$ cat src/sv/bbr_pkg.sv
// ----------------------------------------------------------------------------
// bbr_pkg: shared types and constants for the RGBA box blur
// Payload structs, controller/datapath command and status, register indexes.
// ----------------------------------------------------------------------------
`default_nettype none

package bbr_pkg;

    localparam int MAX_WIDTH   = 1024;
    localparam int MAX_RADIUS  = 3;
    localparam int MAX_HEIGHT  = 4096;
    localparam int STORE_ROWS  = 2 * MAX_RADIUS + 1;
    localparam int STORE_DEPTH = STORE_ROWS * MAX_WIDTH;

    localparam int COL_W   = $clog2(MAX_WIDTH);
    localparam int ROW_W   = $clog2(MAX_HEIGHT);
    localparam int SLOT_W  = $clog2(STORE_ROWS);
    localparam int ADDR_W  = SLOT_W + COL_W;
    localparam int RAD_W   = 2;
    localparam int WID_W   = 11;
    localparam int HGT_W   = 13;
    localparam int SPAN_W  = $clog2(STORE_ROWS + 1);
    localparam int CNT_W   = $clog2(STORE_ROWS * STORE_ROWS + 1);
    localparam int SUM_W   = $clog2(STORE_ROWS * STORE_ROWS * 255 + 1);
    localparam int DIVC_W  = $clog2(SUM_W);
    localparam int PIX_W   = 32;

    localparam int CFG_IDX_W  = 2;
    localparam int CFG_DATA_W = 13;

    // configuration register indexes
    localparam logic [CFG_IDX_W-1:0] REG_RADIUS = 2'd0;
    localparam logic [CFG_IDX_W-1:0] REG_WIDTH  = 2'd1;
    localparam logic [CFG_IDX_W-1:0] REG_HEIGHT = 2'd2;

    typedef struct packed {
        logic [7:0] in_red;
        logic [7:0] in_green;
        logic [7:0] in_blue;
        logic [7:0] in_alpha;
    } t_in_pix;

    typedef struct packed {
        logic [7:0]       out_red;
        logic [7:0]       out_green;
        logic [7:0]       out_blue;
        logic [7:0]       out_alpha;
        logic [COL_W-1:0] out_col;
        logic [ROW_W-1:0] out_row;
        logic             run_last;
        logic             frame_done;
    } t_out_pix;

    typedef struct packed {
        logic write;     // store pixel, latch output ranges
        logic finish;    // advance input position
        logic win_init;  // set up window of current output
        logic read_step; // issue one line store read
        logic div_init;  // clear divider
        logic div_step;  // one quotient bit
        logic out_next;  // next output coordinate
    } t_cmd;

    typedef struct packed {
        logic has_out;
        logic last_read;
        logic div_done;
        logic last_out;
    } t_sts;

endpackage

`default_nettype wire

$ cat src/sv/bbr_ctrl.sv
// ----------------------------------------------------------------------------
// bbr_ctrl: box blur controller
// Sequences write, then window read, divide and emit per completed output.
// ----------------------------------------------------------------------------
`default_nettype none

module bbr_ctrl import bbr_pkg::*; (
    input  wire logic i_clk,
    input  wire logic i_rst_n,
    input  wire logic i_in_valid,
    output logic      o_in_ready,
    output logic      o_out_valid,
    input  wire logic i_out_ready,
    input  wire t_sts i_sts,
    output t_cmd      o_cmd
);

    typedef enum logic [6:0] {
        S_IDLE  = 7'b0000001,
        S_CHECK = 7'b0000010,
        S_WIN   = 7'b0000100,
        S_READ  = 7'b0001000,
        S_DRAIN = 7'b0010000,
        S_DIV   = 7'b0100000,
        S_EMIT  = 7'b1000000
    } t_state;

    t_state r_state, n_state;

    always_ff @(posedge i_clk) begin
        if (!i_rst_n) begin
            r_state <= S_IDLE;
        end else begin
            r_state <= n_state;
        end
    end

    assign o_in_ready  = (r_state == S_IDLE);
    assign o_out_valid = (r_state == S_EMIT);

    // next state and commands
    always_comb begin
        n_state = r_state;
        o_cmd   = '0;
        case (r_state)
            S_IDLE: begin
                if (i_in_valid) begin
                    o_cmd.write = 1'b1;
                    n_state     = S_CHECK;
                end
            end
            S_CHECK: begin
                if (i_sts.has_out) begin
                    n_state = S_WIN;
                end else begin
                    o_cmd.finish = 1'b1;
                    n_state      = S_IDLE;
                end
            end
            S_WIN: begin
                o_cmd.win_init = 1'b1;
                n_state        = S_READ;
            end
            S_READ: begin
                o_cmd.read_step = 1'b1;
                if (i_sts.last_read) begin
                    n_state = S_DRAIN;
                end
            end
            S_DRAIN: begin
                o_cmd.div_init = 1'b1;
                n_state        = S_DIV;
            end
            S_DIV: begin
                o_cmd.div_step = 1'b1;
                if (i_sts.div_done) begin
                    n_state = S_EMIT;
                end
            end
            S_EMIT: begin
                if (i_out_ready) begin
                    if (i_sts.last_out) begin
                        o_cmd.finish = 1'b1;
                        n_state      = S_IDLE;
                    end else begin
                        o_cmd.out_next = 1'b1;
                        n_state        = S_WIN;
                    end
                end
            end
            default: n_state = S_IDLE;
        endcase
    end

endmodule

`default_nettype wire

$ cat config.mk
export PLATFORM = sky130hd
export DESIGN_NAME = bbr_ctrl
export DESIGN_NICKNAME = d
export VERILOG_FILES = /design/src/sv/bbr_pkg.sv /design/src/sv/bbr_ctrl.sv
export SDC_FILE = /design/constraint.sdc
export NUM_CORES = 1
export LEC_CHECK = 0
export ABC_AREA = 1
export ABC_CLOCK_PERIOD_IN_PS = 1300
export BUFFER_PORTS_ARGS = -buffer_cell sky130_fd_sc_hd__buf_2
export CAP_MARGIN = 10
export CORE_MARGIN = 2
export CORE_UTILIZATION = 44
export DETAILED_ROUTE_END_ITERATION = 8
export GPL_TIMING_DRIVEN = 1
export PLACE_DENSITY = 0.72
export SLEW_MARGIN = 30
export SYNTH_ARGS = -nofsm -noshare
export SYNTH_HDL_FRONTEND = slang
export SYNTH_SLANG_ARGS = --single-unit
$ cat constraint.sdc
create_clock -name i_clk -period 1.3 [get_ports i_clk]
set_clock_uncertainty 0.1 [all_clocks]
set_input_delay 0.065 -clock i_clk [delete_from_list [all_inputs] [get_ports i_clk]]
set_output_delay 0.065 -clock i_clk [all_outputs]
set_load 0.01 [all_outputs]
# == Word-level counts from Yosys, hierarchy flattened ==
# Index checks and enable logic that the tools add are counted.
# W data, S select, Z words.
# totals
regBits,7
out_inout_bits,9
wordCells,33
input_bits,8
# classes
eq_ne,11
reduce_logical,1
n_mux,20
# op_table
operator,count
$pmux W7 S7,1
$mux W7,4
$mux W1,12
$eq A7 B1 Y1 const B,1
$eq A7 B2 Y1 const B,1
$eq A7 B3 Y1 const B,1
$eq A7 B4 Y1 const B,1
$eq A7 B5 Y1 const B,1
$eq A7 B6 Y1 const B,1
$eq A7 B7 Y1 const B,1
$mux W3,2
$ne A2 B2 Y1 const B,3
$reduce_and A4 Y1,1
$ne A2 B1 Y1 const B,1
$pmux W1 S2,1

# == Logic depth before layout (Yosys ltp) ==
# depth
word_depth,3
ltp_mapped,10
ltp_nobuf,10

# == Worst setup path after synthesis ==
# OpenSTA, ideal clock, no wires.
# synth_timing
path_kind,register -> register
from,reg r_state[5]
to,reg r_state[0]
path_stages_with_launch,10
arrival_ns,1.024
n_path_buf,0
t_required_ns,1.088
slack_ns,0.064
path_cell_list,dfxtp_1 > inv_2 > nand2_4 > nor2_4 > and2_4 > nor2_1 > nand2_1 > nand2_1 > nand2_1 > nand2_1
# synth_via
elab_chain_len,3
# synth_lines
element,line_no,source
"start, declared",bbr_ctrl.sv:28,"t_state r_state, n_state;"
"start signal, assigned",bbr_ctrl.sv:34,r_state <= n_state;
$eq A7 B1 Y1 *,--,
named net o_in_ready,bbr_ctrl.sv:11,"output logic o_in_ready,"
$ne A2 B2 Y1 (no source line),--,
$reduce_and A4 Y1 (no source line),--,
# The timed path passes the listed nets; every way through them passes the cells marked *.
# A chain may end at the register's enable or synchronous reset.

==> results.rst <==
.. list-table::
   :header-rows: 1

   * - Metric
     - Value
   * - Largest register FFs
     - 7
   * - Total I/O pin count
     - 17
   * - First-pass GRT wire length
     - 2684 um
   * - Critical path data required time
     - 1.13 ns
   * - Sequential Power Share
     - 18.7%
   * - Cell variety after synth
     - 18
   * - Total CTS buffers
     - 3
   * - R2R cell count
     - 12
   * - Number of core rows
     - 13
   * - Switching share of power
     - 43.34%
   * - DPL Wire Length
     - 1128 um
   * - Critical register-to-register path startpoint
     - r_state[5]
   * - Rel. slew slack
     - 86.92%
   * - Areal power density over the cells
     - 1547 nW/um^2
   * - Share of flip-flops with an asynchronous set or reset after synthesis
     - 0%
   * - Overall Global Routing Usage
     - 25.17%
   * - Failing checks
     - negative setup slack
   * - Syn Inst Count
     - 96
   * - Weighted congestion at the end of routability-driven global placement
     - 0.7682
   * - Top cell types by occurrence after synthesis
     - nand2_1 (22), inv_1 (16), nor2_1 (15)
   * - Post-route worst setup slack
     - -0.3416 ns
   * - Area of the mapped netlist
     - 590.6 um^2
   * - Cell area after placement
     - 726.9 um^2
   * - Footprint of the multi-input gates
     - 430.4 um^2
   * - Antenna Cells
     - 0
   * - Start point of the worst hold path
     - i_sts[2]
   * - Max-slew violations
     - 0
   * - Buffer cell driving the clock tree root
     - clkbuf_4
   * - Cell type with the highest aggregate area in the netlist
     - dfxtp_1
   * - Initial standard-cell utilization of the core
     - 46.55%
   * - Chip Height
     - 40.64 um
   * - Worst-margin pin slew
     - 0.1958 ns
   * - Number of vias per cell
     - 4.734
   * - Final number of setup-violating endpoints
     - 15
   * - Detailed-route DRC error count
     - 0
   * - Mapped Nets
     - 104
   * - Part of the Yosys area used for sequential elements
     - 23.73%
   * - Total Power
     - 1.670 mW
   * - Layout overhead on the synthesized area
     - 82.84%
   * - Layout fillers
     - 69
   * - Primary FF master, synth
     - dfxtp_1
   * - CTS tree
     - yes
   * - Proportion of netlist area held by the largest area contributor
     - 23.73%
   * - Per-instance average area after synthesis
     - 6.152 um^2
   * - Remaining Overflow, GRT
     - 0
   * - Hold Path Class
     - in -> reg
   * - # nets final
     - 152
   * - Yosys reg bits
     - 7
   * - Clock transition at the registers of the reported paths
     - 0.06 ns
   * - Detail-routed net length per standard cell
     - 12.78 um
   * - Number of enable flip-flop cells after synthesis
     - 0
   * - Clock sink count
     - 7
   * - Maximum clock rate
     - 609.2 MHz
   * - Initial antenna violation count
     - 0
   * - P_sw
     - 0.7239 mW
   * - Largest net degree at the start of global routing
     - 8
   * - Outcome
     - complete, but fails checks
   * - Worst Setup Path Type
     - reg -> out
   * - Combinational share of power
     - 69.0%
   * - Area of the die
     - 1651 um^2
   * - Count of antenna-violating nets left after detailed routing
     - 0
   * - Largest Register
     - r_state
   * - Area of the core region
     - 1269 um^2
   * - Largest registers in the final layout
     - r_state x7
   * - Total leakage power
     - 0.5744 nW
   * - VDD IR max
     - 0.001076 V
   * - Design area
     - 1080 um^2
   * - Area taken by flip-flops and latches
     - 148.9 um^2
   * - Via Count
     - 748
   * - First-pass detailed-route iteration total
     - 4
   * - Worst hold stages
     - 5
   * - Startpoint class of the critical path
     - flop
   * - Relative contribution of the clock network to total power
     - 12.4%
   * - Most numerous cell in the Yosys netlist
     - nand2_1
   * - Total count of hold-check failures in the final report
     - 0
   * - Critical-path maximum fanout
     - 5
   * - Fraction of layout instances using a drive strength above 1
     - 65.73%
   * - Total detailed-routing wirelength
     - 2019 um
   * - Die width
     - 40.64 um
   * - Max capacitance violation total
     - 0
   * - Reg-to-reg endpoint
     - r_state[0]
   * - Critical path origin
     - r_state[5]
   * - Data arrival time at the worst-slack endpoint
     - 1.48 ns
   * - Final Critical Period
     - 1.642 ns
   * - RSZ-0062 raised after global routing
     - true
   * - Internal
     - 0.9465 mW
   * - Maximum number of buffers from clock root to sink
     - 2
   * - Skew-Pair Late Insertion Delay
     - 0.25 ns
   * - Largest cells by area after synthesis
     - dfxtp_1 (24%), nand2_1 (14%), inv_1 (10%)
   * - Sort of element at the end of the critical path
     - output port
   * - H-tree depth
     - 1
   * - Slack of the worst reg-to-reg path
     - -0.31 ns
   * - Hold worst-path end
     - r_state[3]
   * - Yosys warnings
     - 0
   * - Number of global-route vias before repair
     - 690
   * - Number of buffers inserted by port buffering
     - 16
   * - Fin crit share
     - 126.3%
   * - Iteration-0 DRC Markers
     - 16
worst max path at each step:
stage          depth (start not counted)  endpoint  slack (ns)
6_report                               8  o_cmd[5]       -0.34
5_1_grt                                8  o_cmd[5]       -0.41
4_1_cts                                8  o_cmd[5]       -0.24
3_5_place_dp                           8  o_cmd[5]       -0.08
3_3_place_gp                           8  o_cmd[5]       -0.04
2_1_floorplan                          7  o_cmd[5]        0.06
power groups by stage:
stage / registers (mW) / clock network (mW) / logic (mW)
floorplan: 0.301 / 0 / 0.494
global placement: 0.304 / 0 / 0.649
detailed placement: 0.306 / 0 / 0.665
CTS: 0.308 / 0.208 / 1.06
global route: 0.314 / 0.220 / 1.24
finish: 0.312 / 0.206 / 1.15
through the flow:
step / std cells / setup TNS [ns] / setup WS [ns] / utilization, % / hold WS, ns
final: 158 / -2.684 / -0.3416 / 85.11 / 0.09563
after global routing: 158 / -3.689 / -0.4116 / 85.11 / 0.1088
after CTS: 157 / -1.928 / -0.2390 / 80.57 / 0.09552
after detailed placement: 132 / -0.1812 / -0.08297 / 57.30 / 0.2518
after global placement: 132 / -0.04332 / -0.04121 / 57.30 / 0.2365
after floorplan: 96 / 0 / 0.06379 / - / 0.08539
metal layers:
metal	GRT usage [%]	part of all wire [%]
met5	0	0
met4	5.833	0.74
met3	10.87	7.8
met2	47.22	53
met1	25.17	38
placed cells by master, fill, tap and decap left out, drive strengths merged:
master / n
dlygate4sd3: 2
clkbuf: 4
nand3: 9
nor3: 2
a21oi: 3
buf: 42
and2: 1
clkinv: 1
nor2: 20
inv: 22
nand2: 28
dfxtp: 7
o21ai: 2
worst max-delay path, stage by stage (launching register included):
cell	delay, ns
dfxtp_2	0.33
inv_2	0.07
nand2_4	0.07
nor2_4	0.18
nand3_2	0.13
o21ai_2	0.08
inv_1	0.07
a21oi_1	0.15
buf_2	0.16
what timing repair did:
item,4_1_cts,5_1_grt
endpoints found under the hold margin,4,0
setup endpoints to repair,13,15
gates resized for setup,36,12
hold buffers,2,0
pin swaps,14,7
buffers inserted,19,1
final cells by class:
class                      instances  area share, %
multi-input combinational         65          39.86
tap                               15          1.738
inverter                          23          8.459
clock buffer                       4          2.433
sequential                         7          13.79
timing repair buffer              44          33.72
cells by family (layout without fill, tap and decap cells):
logic type | after synthesis | after routing | share of synthesized area (%)
flip-flops | 7 | 7 | 23.73
AND/OR/NAND/NOR | 60 | 60 | 54.02
buffers and inverters | 24 | 71 | 16.74
AO/OA/AOI/OAI | 5 | 5 | 5.508
Note: power is estimated with default switching activity, not from simulation.
